`config.mk`:
```
export PLATFORM = sky130hd
export DESIGN_NAME = qalu_lane
export DESIGN_NICKNAME = d
export VERILOG_FILES = /design/src/rtl/core/qalu_pkg.sv /design/src/rtl/core/qalu_lane.sv
export SDC_FILE = /design/constraint.sdc
export NUM_CORES = 2
export LEC_CHECK = 0
export ABC_AREA = 1
export BUFFER_PORTS_ARGS = -buffer_cell sky130_fd_sc_hd__clkbuf_2
export CAP_MARGIN = 20
export CORE_ASPECT_RATIO = 1.4
export CORE_MARGIN = 2
export CORE_UTILIZATION = 30
export CTS_BUF_LIST = sky130_fd_sc_hd__clkbuf_4 sky130_fd_sc_hd__clkbuf_8
export DETAILED_ROUTE_END_ITERATION = 12
export GPL_ROUTABILITY_DRIVEN = 0
export GPL_TIMING_DRIVEN = 1
export PLACE_DENSITY = 0.5
export SETUP_SLACK_MARGIN = 0.05
export SKIP_LAST_GASP = 1
export SLEW_MARGIN = 20
export SYNTH_ARGS = -nofsm -noshare
export SYNTH_HDL_FRONTEND = slang
export SYNTH_SLANG_ARGS = --single-unit
```
`constraint.sdc`:
```
create_clock -name clock -period 9.3 [get_ports clock]
set_clock_uncertainty 0.2 [all_clocks]
set_input_delay 1.395 -clock clock [delete_from_list [all_inputs] [get_ports clock]]
set_output_delay 1.395 -clock clock [all_outputs]
set_load 0.01 [all_outputs]
```
`src/rtl/core/qalu_pkg.sv`:
```
// quaternion alu shared types, constants and tables
`timescale 1ns / 1ps

package qalu_pkg;

   // component format
   localparam int COMPONENT_WIDTH = 16;
   localparam int FRAC_BITS       = 12;
   localparam int CORDIC_STEPS    = 14;

   localparam int CW       = COMPONENT_WIDTH;
   localparam int PROD_W   = 2 * CW;
   localparam int SUM_W    = PROD_W + 2;
   localparam int NUM_LANE = 4;

   // cordic datapath in q6.30 held in a 36 bit word
   localparam int MAX_STEPS = 30;
   localparam int NUM_STEPS = (CORDIC_STEPS < MAX_STEPS) ? CORDIC_STEPS : MAX_STEPS;
   localparam int QW        = 36;
   localparam int ANG_SHIFT = 29 - FRAC_BITS;
   localparam int OUT_SHIFT = 30 - FRAC_BITS;

   localparam logic signed [QW-1:0] Q30_PI      = 36'sd3373259426;
   localparam logic signed [QW-1:0] Q30_TWO_PI  = 36'sd6746518852;
   localparam logic signed [QW-1:0] Q30_HALF_PI = 36'sd1686629713;
   localparam logic signed [QW-1:0] Q30_KINV    = 36'sd652032874;

   localparam logic signed [QW-1:0] ATAN_TABLE [MAX_STEPS] = '{
      36'sd843314857, 36'sd497837829, 36'sd263043837, 36'sd133525159, 36'sd67021687,
      36'sd33543516,  36'sd16775851,  36'sd8388437,   36'sd4194283,   36'sd2097149,
      36'sd1048576,   36'sd524288,    36'sd262144,    36'sd131072,    36'sd65536,
      36'sd32768,     36'sd16384,     36'sd8192,      36'sd4096,      36'sd2048,
      36'sd1024,      36'sd512,       36'sd256,       36'sd128,       36'sd64,
      36'sd32,        36'sd16,        36'sd8,         36'sd4,         36'sd2
   };

   // cordic latency: range reduce, fold, steps, round
   localparam int CORDIC_LAT = NUM_STEPS + 3;
   localparam int LANE_LAT   = 2;

   localparam logic signed [CW-1:0] COMP_MAX = {1'b0, {(CW-1){1'b1}}};
   localparam logic signed [CW-1:0] COMP_MIN = {1'b1, {(CW-1){1'b0}}};
   localparam logic signed [CW-1:0] COMP_ONE = CW'(1) << FRAC_BITS;

   typedef enum logic [2:0] {
      OP_ADD        = 3'd0,
      OP_SUB        = 3'd1,
      OP_HAMILTON   = 3'd2,
      OP_CONJ       = 3'd3,
      OP_SCALE      = 3'd4,
      OP_AXIS_ANGLE = 3'd5
   } opcode_type;

   typedef enum logic [1:0] {
      AXIS_X   = 2'd0,
      AXIS_Y   = 2'd1,
      AXIS_Z   = 2'd2,
      AXIS_BAD = 2'd3
   } axis_type;

   typedef enum logic [2:0] {
      LANE_SUM,
      LANE_ADD,
      LANE_SUB,
      LANE_NEG,
      LANE_PASS,
      LANE_ZERO
   } lane_mode_type;

   typedef struct packed {
      lane_mode_type                  mode;
      logic [NUM_LANE-1:0]            neg;
      logic [NUM_LANE-1:0][CW-1:0]    ma;
      logic [NUM_LANE-1:0][CW-1:0]    mb;
      logic [CW-1:0]                  p;
      logic [CW-1:0]                  q;
   } lane_cmd_type;

   typedef struct packed {
      logic [CW-1:0] res_x;
      logic [CW-1:0] res_y;
      logic [CW-1:0] res_z;
      logic [CW-1:0] res_w;
      logic          bad_axis;
      logic          saturated;
   } result_type;

endpackage

```
`src/rtl/core/qalu_lane.sv`:
```
// one component lane: four products, sum, round and saturate, or a direct add, sub, negate or pass
`timescale 1ns / 1ps

module qalu_lane
   import qalu_pkg::*;
(
   input  logic          clock,
   input  lane_cmd_type  cmd,
   output logic [CW-1:0] res,
   output logic          sat
);

   logic signed [PROD_W-1:0] prod_ff [NUM_LANE];
   logic [NUM_LANE-1:0]      neg_ff;
   lane_mode_type            mode_ff;
   logic signed [CW:0]       direct_in, direct_ff;
   logic signed [SUM_W-1:0]  sum, rnd, value;
   logic [CW-1:0]            res_in, res_ff;
   logic                     sat_in, sat_ff;

   always_comb begin
      case (cmd.mode)
         LANE_ADD:  direct_in = $signed({cmd.p[CW-1], cmd.p}) + $signed({cmd.q[CW-1], cmd.q});
         LANE_SUB:  direct_in = $signed({cmd.p[CW-1], cmd.p}) - $signed({cmd.q[CW-1], cmd.q});
         LANE_NEG:  direct_in = -$signed({cmd.p[CW-1], cmd.p});
         LANE_PASS: direct_in = $signed({cmd.p[CW-1], cmd.p});
         default:   direct_in = '0;
      endcase
   end

   // stage one: products
   always_ff @(posedge clock) begin
      for (int k = 0; k < NUM_LANE; k++) begin
         prod_ff[k] <= $signed(cmd.ma[k]) * $signed(cmd.mb[k]);
      end
      neg_ff    <= cmd.neg;
      mode_ff   <= cmd.mode;
      direct_ff <= direct_in;
   end

   // stage two: exact sum, round half up, pick the direct result in other modes, saturate
   always_comb begin
      sum = '0;
      for (int k = 0; k < NUM_LANE; k++) begin
         if (neg_ff[k]) begin
            sum = sum - SUM_W'(prod_ff[k]);
         end else begin
            sum = sum + SUM_W'(prod_ff[k]);
         end
      end
      rnd = (sum + SUM_W'(1 << (FRAC_BITS - 1))) >>> FRAC_BITS;
      if (mode_ff == LANE_SUM) begin
         value = rnd;
      end else begin
         value = SUM_W'(direct_ff);
      end
      sat_in = 1'b0;
      if (value > SUM_W'(COMP_MAX)) begin
         res_in = COMP_MAX;
         sat_in = 1'b1;
      end else if (value < SUM_W'(COMP_MIN)) begin
         res_in = COMP_MIN;
         sat_in = 1'b1;
      end else begin
         res_in = value[CW-1:0];
      end
   end

   always_ff @(posedge clock) begin
      res_ff <= res_in;
      sat_ff <= sat_in;
   end

   assign res = res_ff;
   assign sat = sat_ff;

endmodule

```
==> qor.txt <==
Die area = 184,000 sq um
Number of antenna violations at the first check in global routing = 7
Initial Util = 0.302
Count leader, synth = inv_1
Asr flop ratio synth = 0
Wire per inst = 15.6 microns
Post-synth EDFFs = 0
Final Hold Fails = 0
Max Cap Viol = 0
Port-buffer cells = 184
Detail Placement HPWL = 127 mm
CP Launch Point = prod_ff[1][0]
Type of destination of the critical path = register
Hold_buf cts = 0
CP dominant cell by count = nand2_1
FF-to-FF Start = prod_ff[1][0]
Initial detailed-routing violation count = 1,747
Net count after synthesis = 8,763
Final setup vio count = 0
Seq/Total Area, Yosys = 0.0626
CORE AREA = 179,000 sq um
Synth top area cells = fa_1 (39%), inv_1 (13%), nand2_1 (12%)
Relative slew slack = 0.417
Netlist Area Pre-Place = 54,000 sq um
Multi-input gate area = 42,600 sq um
Worst slew pin tran = 0.875 ns
Status = completed
Reg2Reg Depth = 42
Global route overflow = 0
Post-CTS setup buffer count = 0
R2R Setup Slk = 1.09 ns
Final clock period utilization by the worst path = 0.882
Critical path data arrival time = 8.41 ns
Crit Path Max Fanout = 16
Clock buffer count from CTS = 17
Post-detailed-route count of antenna-violating nets = 0
Drt first pass iters = 5
Layout cell share with drive strength beyond 1 = 0.0466
Top cell type's share of synthesized area = 0.389
Num Clock Sinks = 169
Setup_tns = 0 ns
Mapped Cells = 7,095
Largest area contributor in the synthesized netlist = fa_1
Worst path buffer plus inverter count = 3
Width of the die = 363 microns
Total Wirelength = 147 mm
Worst path max stage delay = 0.41 ns
CP delay by family, top = simple AND/OR/NAND/NOR gates
Total track usage = 0.165
CTS root buffer = clkbuf_8
Worst setup path end = res[14]
# fillers = 19,270
CP Launch Type = register
Mapped Avg Cell Area = 7.61 sq um
Synthesis-to-finish area growth = 6.47%
DR vias = 43,026
Critical Path Stages = 42
Final Slew Violations = 0
Top FF cell, synth = dfxtp_1
Std cell rows = 184
Min cycle time layout = 8.21 ns
First-pass GRT wire length = 243 mm
Die height = 506 microns
Drt drc = 0
Largest net degree at the start of global routing = 25
CP max-delay cell = dfxtp_1
Worst Hold Depth = 4
Via density = 4.56
Max Root-Sink Buffers = 2
R2r endpoint = res[14]
Critical path class = register to register
Most frequent cells after synthesis = inv_1 (1,904), nand2_1 (1,656), fa_1 (1,051), ha_1 (449), nor2_1 (348)
HP Class = register to register
Storage cell area = 3380 sq um
Vias in the first global route = 47,307
Unique masters post-synth = 57
YS warnings = 0
Unrepaired setup endpoints after global routing = false
Clock Latency Late Sink = 0.53 ns
Yosys reg bits = 169
IO Pins = 185
H-tree lvl count = 4
NumNets Final = 8,765
Data required, critical path = 9.50 ns
Clock transition at the registers of the reported paths = 0.09 ns
FMAX = 0.122 GHz
CTS tree = yes
-- placed cells by master (no fill, tap or decap), types with 7 or more instances in the layout --
cell type,n
inv_1,1904
nand2_1,1656
fa_1,1051
ha_1,449
nor2_1,348
a21oi_1,272
xor2_1,214
clkbuf_2,184
o21ai_0,168
dfxtp_1,168
nand3_1,149
xnor2_1,139
or2_2,65
nor3_1,49
a31oi_1,33
nand4_1,33
a21boi_0,20
clkbuf_8,19
a21o_1,16
o21bai_1,16
nor4_1,15
o21a_1,13
buf_4,13
nor2_2,11
o221ai_1,9
o31ai_1,9
o21ai_1,7
-- flip-flops by register name (all words and copies together) (netlist names) --
name and flops:
mode_ff 3, res 16, prod_ff 128, direct_ff 17, sat 1, neg_ff 4
-- area by class of cell --
class	count	area share
Antenna cell	1	0.0000435
Clock buffer	20	0.00468
Clock inverter	11	0.00198
Inverter	1909	0.125
Multi-Input combinational cell	4803	0.742
Sequential cell	169	0.0588
Tap cell	2325	0.0506
Timing Repair Buffer	197	0.0177
-- repair_timing --
| action | CTS | global route |
|---|---|---|
| endpoints found under the hold margin | 0 | 0 |
| resized for setup | 0 | 2 |
| endpoints found under the setup margin | 0 | 16 |
-- cells by family (layout without fill, tap and decap cells) --
logic type / after synthesis / after routing / share of synthesized area
adder cells (fa/ha/maj): 1500 / 1500 / 0.493
XOR/XNOR: 354 / 354 / 0.0575
flip-flops: 169 / 169 / 0.0626
AND/OR/NAND/NOR: 2359 / 2359 / 0.177
other: 0 / 1 / 0
buffers and inverters: 2123 / 2137 / 0.148
multiplexers: 1 / 1 / 0.000208
AO/OA/AOI/OAI: 589 / 589 / 0.0610
-- worst min path at each step --
stage / from / end / slack (ns)
6_report: direct_ff[0] / res[0] / 0.34
5_1_grt: direct_ff[0] / res[0] / 0.40
4_1_cts: direct_ff[0] / res[0] / 0.34
3_5_place_dp: direct_ff[0] / res[0] / 0.32
3_3_place_gp: direct_ff[0] / res[0] / 0.31
2_1_floorplan: direct_ff[0] / res[0] / 0.28
-- worst min-delay path, delay by kind of cell, from the launching register on --
family,cells,cell delay [ns]
flops,1,0.32
simple gates,4,0.19
-- per-stage QoR --
| step | hold slack, ns | setup slack [ns] | util | area, sq um | std cells |
|---|---|---|---|---|---|
| floorplan | 0.281 | 2.02 | - | 54000 | 7095 |
| global route | 0.405 | 0.0685 | 0.321 | 57500 | 9435 |
| detailed placement | 0.318 | 0.899 | 0.319 | 57100 | 9403 |
| CTS | 0.342 | 0.855 | 0.321 | 57500 | 9434 |
| finish | 0.337 | 1.09 | 0.321 | 57500 | 9435 |
| global placement | 0.312 | 1.03 | 0.319 | 57100 | 9403 |
-- routing by layer --
metal | vias to the layer above | part of all wire | GRT usage
met5 | - | 0.00040 | 0
met4 | 10 | 0.030 | 0.0496
met3 | 240 | 0.030 | 0.0129
met2 | 749 | 0.54 | 0.316
met1 | 21313 | 0.40 | 0.194
li1 | 20714 | - | -
Power is not shown: default switching activity piles up to over one toggle a cycle in this logic, so the estimate is an artifact.
