--- src/rtl/core/qalu_pkg.sv ---
// quaternion alu shared types, constants and tables
`timescale 1ns / 1ps

package qalu_pkg;

   // component format
   localparam int COMPONENT_WIDTH = 16;
   localparam int FRAC_BITS       = 12;
   localparam int CORDIC_STEPS    = 14;

   localparam int CW       = COMPONENT_WIDTH;
   localparam int PROD_W   = 2 * CW;
   localparam int SUM_W    = PROD_W + 2;
   localparam int NUM_LANE = 4;

   // cordic datapath in q6.30 held in a 36 bit word
   localparam int MAX_STEPS = 30;
   localparam int NUM_STEPS = (CORDIC_STEPS < MAX_STEPS) ? CORDIC_STEPS : MAX_STEPS;
   localparam int QW        = 36;
   localparam int ANG_SHIFT = 29 - FRAC_BITS;
   localparam int OUT_SHIFT = 30 - FRAC_BITS;

   localparam logic signed [QW-1:0] Q30_PI      = 36'sd3373259426;
   localparam logic signed [QW-1:0] Q30_TWO_PI  = 36'sd6746518852;
   localparam logic signed [QW-1:0] Q30_HALF_PI = 36'sd1686629713;
   localparam logic signed [QW-1:0] Q30_KINV    = 36'sd652032874;

   localparam logic signed [QW-1:0] ATAN_TABLE [MAX_STEPS] = '{
      36'sd843314857, 36'sd497837829, 36'sd263043837, 36'sd133525159, 36'sd67021687,
      36'sd33543516,  36'sd16775851,  36'sd8388437,   36'sd4194283,   36'sd2097149,
      36'sd1048576,   36'sd524288,    36'sd262144,    36'sd131072,    36'sd65536,
      36'sd32768,     36'sd16384,     36'sd8192,      36'sd4096,      36'sd2048,
      36'sd1024,      36'sd512,       36'sd256,       36'sd128,       36'sd64,
      36'sd32,        36'sd16,        36'sd8,         36'sd4,         36'sd2
   };

   // cordic latency: range reduce, fold, steps, round
   localparam int CORDIC_LAT = NUM_STEPS + 3;
   localparam int LANE_LAT   = 2;

   localparam logic signed [CW-1:0] COMP_MAX = {1'b0, {(CW-1){1'b1}}};
   localparam logic signed [CW-1:0] COMP_MIN = {1'b1, {(CW-1){1'b0}}};
   localparam logic signed [CW-1:0] COMP_ONE = CW'(1) << FRAC_BITS;

   typedef enum logic [2:0] {
      OP_ADD        = 3'd0,
      OP_SUB        = 3'd1,
      OP_HAMILTON   = 3'd2,
      OP_CONJ       = 3'd3,
      OP_SCALE      = 3'd4,
      OP_AXIS_ANGLE = 3'd5
   } opcode_type;

   typedef enum logic [1:0] {
      AXIS_X   = 2'd0,
      AXIS_Y   = 2'd1,
      AXIS_Z   = 2'd2,
      AXIS_BAD = 2'd3
   } axis_type;

   typedef enum logic [2:0] {
      LANE_SUM,
      LANE_ADD,
      LANE_SUB,
      LANE_NEG,
      LANE_PASS,
      LANE_ZERO
   } lane_mode_type;

   typedef struct packed {
      lane_mode_type                  mode;
      logic [NUM_LANE-1:0]            neg;
      logic [NUM_LANE-1:0][CW-1:0]    ma;
      logic [NUM_LANE-1:0][CW-1:0]    mb;
      logic [CW-1:0]                  p;
      logic [CW-1:0]                  q;
   } lane_cmd_type;

   typedef struct packed {
      logic [CW-1:0] res_x;
      logic [CW-1:0] res_y;
      logic [CW-1:0] res_z;
      logic [CW-1:0] res_w;
      logic          bad_axis;
      logic          saturated;
   } result_type;

endpackage

--- src/rtl/core/qalu_fifo.sv ---
// result queue holding finished items until the receiver takes them
`timescale 1ns / 1ps

module qalu_fifo
   import qalu_pkg::*;
(
   input  logic       clock,
   input  logic       reset,
   input  logic       wr_en,
   input  result_type wr_data,
   input  logic       rd_en,
   output logic       rd_valid,
   output result_type rd_data
);

   localparam int DEPTH = CORDIC_LAT + 3;
   localparam int PW    = $clog2(DEPTH);
   localparam int CNTW  = $clog2(DEPTH + 1);

   result_type       mem_ff [DEPTH];
   logic [PW-1:0]    wr_ptr_ff, wr_ptr_in, rd_ptr_ff, rd_ptr_in;
   logic [CNTW-1:0]  fill_ff, fill_in;
   logic             do_rd;

   assign do_rd = rd_en && (fill_ff != '0);

   always_comb begin
      wr_ptr_in = wr_ptr_ff;
      rd_ptr_in = rd_ptr_ff;
      fill_in   = fill_ff;
      if (wr_en) begin
         wr_ptr_in = (wr_ptr_ff == PW'(DEPTH - 1)) ? '0 : wr_ptr_ff + 1'b1;
      end
      if (do_rd) begin
         rd_ptr_in = (rd_ptr_ff == PW'(DEPTH - 1)) ? '0 : rd_ptr_ff + 1'b1;
      end
      case ({wr_en, do_rd})
         2'b10:   fill_in = fill_ff + 1'b1;
         2'b01:   fill_in = fill_ff - 1'b1;
         default: fill_in = fill_ff;
      endcase
   end

   always_ff @(posedge clock) begin
      if (reset) begin
         wr_ptr_ff <= '0;
         rd_ptr_ff <= '0;
         fill_ff   <= '0;
      end else begin
         wr_ptr_ff <= wr_ptr_in;
         rd_ptr_ff <= rd_ptr_in;
         fill_ff   <= fill_in;
      end
   end

   always_ff @(posedge clock) begin
      if (wr_en) begin
         mem_ff[wr_ptr_ff] <= wr_data;
      end
   end

   assign rd_valid = (fill_ff != '0);
   assign rd_data  = mem_ff[rd_ptr_ff];

endmodule

--- config.mk ---
export PLATFORM = sky130hd
export DESIGN_NAME = qalu_fifo
export DESIGN_NICKNAME = d
export VERILOG_FILES = /design/src/rtl/core/qalu_pkg.sv /design/src/rtl/core/qalu_fifo.sv
export SDC_FILE = /design/constraint.sdc
export NUM_CORES = 1
export LEC_CHECK = 0
export BUFFER_PORTS_ARGS = -buffer_cell sky130_fd_sc_hd__buf_2
export CAP_MARGIN = 20
export CORE_MARGIN = 2
export CORE_UTILIZATION = 46
export CTS_CLUSTER_SIZE = 10
export DETAILED_ROUTE_END_ITERATION = 10
export PLACE_DENSITY = 0.63
export SYNTH_ARGS = -nofsm -noshare
export SYNTH_HDL_FRONTEND = slang
export SYNTH_SLANG_ARGS = --single-unit
--- constraint.sdc ---
create_clock -name clock -period 3.2 [get_ports clock]
set_clock_uncertainty 0.1 [all_clocks]
set_input_delay 0.32 -clock clock [delete_from_list [all_inputs] [get_ports clock]]
set_output_delay 0.32 -clock clock [all_outputs]
set_load 0.05 [all_outputs]
==> qor.yml, run 1 <==
hold_ws_ns: 0.396
post-place-ws_ns: 0.102
tightest_slew_ns: 0.880
worstSetupPathDepth: 7
synth_seq_area_share: 0.779
synth_top_family_by_area: "multiplexers"
cts_tree: "yes"
clk_pin_slew_ns: 0.06
via_per_inst: 5.90
postPlaceCellArea_sq_um: 55000
peakVddDrop_mv: 0.518
failed_checks: "negative setup slack"
ys_ff_latch: 1340
drv_slew: 0
synth_xor_area_frac: 0.00153
switching_power_mw: 11.3
clock_path_buffers: 3
postRouteAntennaNets: 0
die-height_um: 338
cpPeakStageDelay_ns: 0.66
hold_path.class: "input pin to register"
tns_ns: -0.376
maxCapViolCount: 0
p_int_mw: 32.2
period_minus_slack_ns: 3.26
synthMuxAreaShare: 0.125
reg2regPathDepth: 10
sw_frac_of_total: 0.259
layout-drive-gt1-share: 0.309
drt-pass1-iter-count: 5
timing_hold_violations_final: 0
dieArea_sq_um: 114000
drt_wl_total_mm: 130
worst-path-buf-inv: 3
async_reset_ff_frac: 0
fin_util: 0.567
syn-cell-area_sq_um: 51400
cts_sinks: 1340
area_growth_pct: 22.2
avgSynthCellArea_sq_um: 19.2
drtIter0Drc: 2690
io_pins: 137
io_buffers: 136
worst_slack_ns: -0.0557
fmax_ghz: 0.307
powerDensity_nw_per_um2: 693
finalInstanceArea_sq_um: 62800
power.leakage_nw: 19.7
fillCellCount: 8213
max-slew-margin-rel: 0.405
globalplace.congestion: 0.741
final_cell_mix: "1,320 x edfxtp_1, 261 x mux2i_1, 199 x mux2_2"
min_path_cells: 4
arrival_ns: 2.84
power_mw: 43.5
yosys_warnings: 0
cts_made_buffers: 154
crit_path_end_kind: "output port"
clock-root-buffer: "clkbuf_16"
outcome: "finished with violations"
initial_core_util: 0.464
p_comb_frac: 0.198
synthSimpleGateAreaFrac: 0.0166
synth-edff-count: 1320
final-setup-viol-count: 15
wl_met1_mm: 54.2
seqPwrFrac: 0.451
globalRouteOverflowTotal: 0
start_kind: "register"
hpwl_mm: 67.2
synth-adder-area-share: 0.00195
syn_nets: 2755
avgRoutedWirePerCell_um: 28.0
ys.flop_type: "edfxtp_1"
drc: 0
track_usage: 0.219
rsz0062_at_grt: "yes"
stdcell_count: 4621
htreeDepth: 4
num_rows: 122
met2WireLength_mm: 63.0
die_width_um: 338
met3_length_mm: 9.21
mostFrequentLayoutCell: "edfxtp_1"
path_cells: "or4b_4 -> buf_12 -> buf_16 -> o22ai_1 -> a211oi_2 -> o31ai_4 -> buf_6"
period_share: 1.02
insertion_delay_ns: 0.75
dp.cells: 4272
ys_types: 46
path_max_fanout: 8
crit_family: "simple AND/OR/NAND/NOR gates"
core_sq_um: 111000
synth_cells: 2677
num_vias: 27263
grt_antenna_before_repair: 6
crit_type: "register to output port"
cp_slowest_cell: "or4b_4"
top_layer: "met5"
synth-compound-area-share: 0.0620
grt_max_degree: 48
grt_pass1_vias: 27904
regToRegSetupSlack_ns: 0.34
clkPwrFrac: 0.351
crit_required_ns: 2.78
grt_pass1_wl_mm: 185
finalNetCount: 3164
[registers in the layout, indices dropped and copies added, names as in the netlist, named ones only]
register,flops
wr_ptr_ff,5
mem_ff,1320
rd_ptr_ff,5
fill_ff,5
[cells in the mapped netlist (20+ instances only)]
| library cell | count | area [sq um] |
|---|---|---|
| a211oi_1 | 132 | 991 |
| and2_1 | 20 | 125 |
| buf_2 | 57 | 285 |
| clkbuf_1 | 84 | 315 |
| dfxtp_1 | 20 | 400 |
| edfxtp_1 | 1320 | 39600 |
| mux2_2 | 199 | 2240 |
| mux2i_1 | 265 | 2650 |
| mux4_2 | 67 | 1510 |
| nor2b_1 | 68 | 425 |
| o21ai_0 | 69 | 345 |
| o22ai_1 | 197 | 1230 |
| o31ai_1 | 65 | 488 |
[cell families after synthesis]
family	count (synthesis)
XOR/XNOR	9
AO/OA/AOI/OAI	482
AND/OR/NAND/NOR	144
adder cells (fa/ha/maj)	8
multiplexers	531
flip-flops	1340
buffers and inverters	163
[power by group through the flow]
stage / logic, mW / clock network (mW) / registers [mW]
6_report: 8.61 / 15.3 / 19.6
5_1_grt: 9.02 / 16.2 / 19.6
4_1_cts: 8.00 / 15.5 / 19.6
3_5_place_dp: 6.91 / 0 / 20.0
3_3_place_gp: 6.81 / 0 / 20.0
2_1_floorplan: 4.87 / 0 / 19.9
[tightest hold or removal path: cells and delay by family]
family / cells / cell delay, ns
and+or+nand+nor: 1 / 0.08
buffers and inverters: 2 / 0.72
AOI/OAI and AO/OA: 1 / 0.07
[metal layers]
layer  vias to the layer above  GRT usage
met1                     14202      0.297
met3                       219     0.0462
li1                      11787          -
met2                      1049      0.354
met4                         6     0.0713
met5                         -          0
[worst paths after layout]
path / startpoint / end
min reg2reg: rd_ptr_ff[1] / register
min: rd_en / register
max reg2reg: fill_ff[3] / fill_ff[4]
max: register / rd_data[14]
[what timing repair did]
action                                 in CTS  in global routing
buffers inserted                           28                 21
setup endpoints to repair                  66                 60
pin swaps                                   9                 34
endpoints found under the hold margin    1338                  0
gates cloned                               16                 13
resized for setup                         196                165
hold buffers                               69                  0
[cell type report]
cell class              instances  area (sq um)  share of cell area
diodes                          4          10.0            0.000159
clock buffers                 185          4080              0.0649
clock inverters                14           148             0.00235
inverters                       6          22.5            0.000359
multi-input cells            1178         11900               0.190
flip-flops and latches       1340         40100               0.638
well taps                    1488          1860              0.0296
repair buffers                406          4700              0.0749
No activity file was read; power rests on OpenSTA's default activity.
==> inputs of run 2 (changes only) <==
CORE_ASPECT_RATIO = 0.6   (was default)
HOLD_SLACK_MARGIN = 0.02   (was default)
==> qor.yml, run 2 (synthesis gave the netlist of run 1 again) <==
power.leakage_nw: 20.0
io_buffers: 136
dieArea_sq_um: 115000
fmax_ghz: 0.308
seq_area_sq_um: 40100
cts_made_buffers: 152
reg2regPathDepth: 10
clk_pin_slew_ns: 0.06
mostFrequentLayoutCell: "edfxtp_1"
cts_sinks: 1340
avgRoutedWirePerCell_um: 29.5
die_width_um: 436
postRouteAntennaNets: 0
start_kind: "register"
worst_slack_ns: -0.0513
tns_ns: -0.321
max-slew-margin-rel: 0.417
tightest_slew_ns: 0.863
drt_wl_total_mm: 136
initial_core_util: 0.466
failed_checks: "negative setup slack"
grt_antenna_before_repair: 7
maxCapViolCount: 0
hold_ws_ns: 0.366
outcome: "finished with violations"
finalNetCount: 3170
worstSetupPathDepth: 7
grt_max_degree: 64
globalRouteOverflowTotal: 0
powerDensity_nw_per_um2: 692
die-height_um: 263
grt_pass1_vias: 27448
drtIter0Drc: 3527
crit_family: "simple AND/OR/NAND/NOR gates"
final-setup-viol-count: 14
layout-drive-gt1-share: 0.320
min_path_cells: 4
via_per_inst: 5.99
multi_input_area_sq_um: 12300
track_usage: 0.228
largest_reg_flops: 1320
postPlaceCellArea_sq_um: 55600
globalplace.congestion: 0.785
final_cell_mix: "1,320 x edfxtp_1, 252 x mux2i_1, 199 x mux2_2"
drv_slew: 0
num_vias: 27718
insertion_delay_ns: 0.74
crit_required_ns: 2.78
cp_slowest_cell: "or4b_4"
fin_util: 0.577
clock_path_buffers: 3
crit_path_frequent_cell: "buf_12"
area_growth_pct: 23.8
worst-path-buf-inv: 3
path_cells: "or4b_4 -> buf_12 -> clkbuf_16 -> o22ai_1 -> a211oi_2 -> o31ai_1 -> buf_12"
htreeDepth: 4
arrival_ns: 2.83
path_max_fanout: 8
fillCellCount: 7853
rsz0062_at_grt: "yes"
drt-pass1-iter-count: 5
io_pins: 137
clock-root-buffer: "clkbuf_16"
hold_path.class: "input pin to register"
crit_path_end_kind: "output port"
core_sq_um: 110000
num_rows: 94
hpwl_mm: 69.7
period_minus_slack_ns: 3.25
top_register: "mem_ff"
cts_tree: "yes"
cpPeakStageDelay_ns: 0.62
finalInstanceArea_sq_um: 63600
period_share: 1.02
grt_pass1_wl_mm: 189
peakVddDrop_mv: 0.401
drc: 0
crit_type: "register to output port"
timing_hold_violations_final: 0
[run 2: worst min-delay path, cell delays in order]
cell	delay [ns]
dlygate4sd3_1	0.53
buf_2	0.15
nand3_1	0.09
a21oi_1	0.09
[run 2: final timing paths]
path / start / to / slack, ns
worst min-delay path: rd_en / register / 0.37
worst max-delay path: register / rd_data[22] / -0.05
worst max register to register: fill_ff[3] / fill_ff[4] / 0.34
worst min register to register: rd_ptr_ff[1] / register / 0.41
[run 2: layout make-up]
cell class | count | area share
Sequential cell | 1340 | 0.629
Clock buffer | 184 | 0.0631
Multi-Input combinational cell | 1175 | 0.193
Antenna cell | 5 | 0.000197
Clock inverter | 9 | 0.00175
Tap cell | 1488 | 0.0293
Inverter | 6 | 0.000354
Timing Repair Buffer | 417 | 0.0828
[run 2: where the power goes]
part / internal, mW / leakage [nW] / switching (mW)
clock network: 8.72 / 2.01 / 6.41
registers: 19.5 / 12.1 / 0.108
logic: 4.18 / 5.93 / 5.12
total: 32.4 / 20.0 / 11.6
[run 2: per-layer routing]
layer / global-route usage / part of all wire / wire (um)
met1: 0.335 / 0.43 / 59100
met2: 0.343 / 0.45 / 62000
met3: 0.0522 / 0.094 / 12800
met4: 0.0616 / 0.017 / 2390
met5: 0 / 0.00026 / 35
[run 2: through the flow]
step | std cells | power (mW) | setup WS [ns]
5_1_grt | 4620 | 45.3 | -0.107
6_report | 4624 | 44.0 | -0.0513
3_3_place_gp | 4290 | 27.6 | 0.385
2_1_floorplan | 2677 | 24.8 | 0.0301
4_1_cts | 4586 | 43.5 | -0.107
3_5_place_dp | 4290 | 27.7 | 0.263
[run 2: repair_timing]
item,in CTS,in global routing
gates cloned,11,13
hold buffers,70,0
pin swaps,15,58
resized for setup,167,235
endpoints found under the hold margin,1338,0
setup endpoints to repair,66,63
buffers inserted,24,24
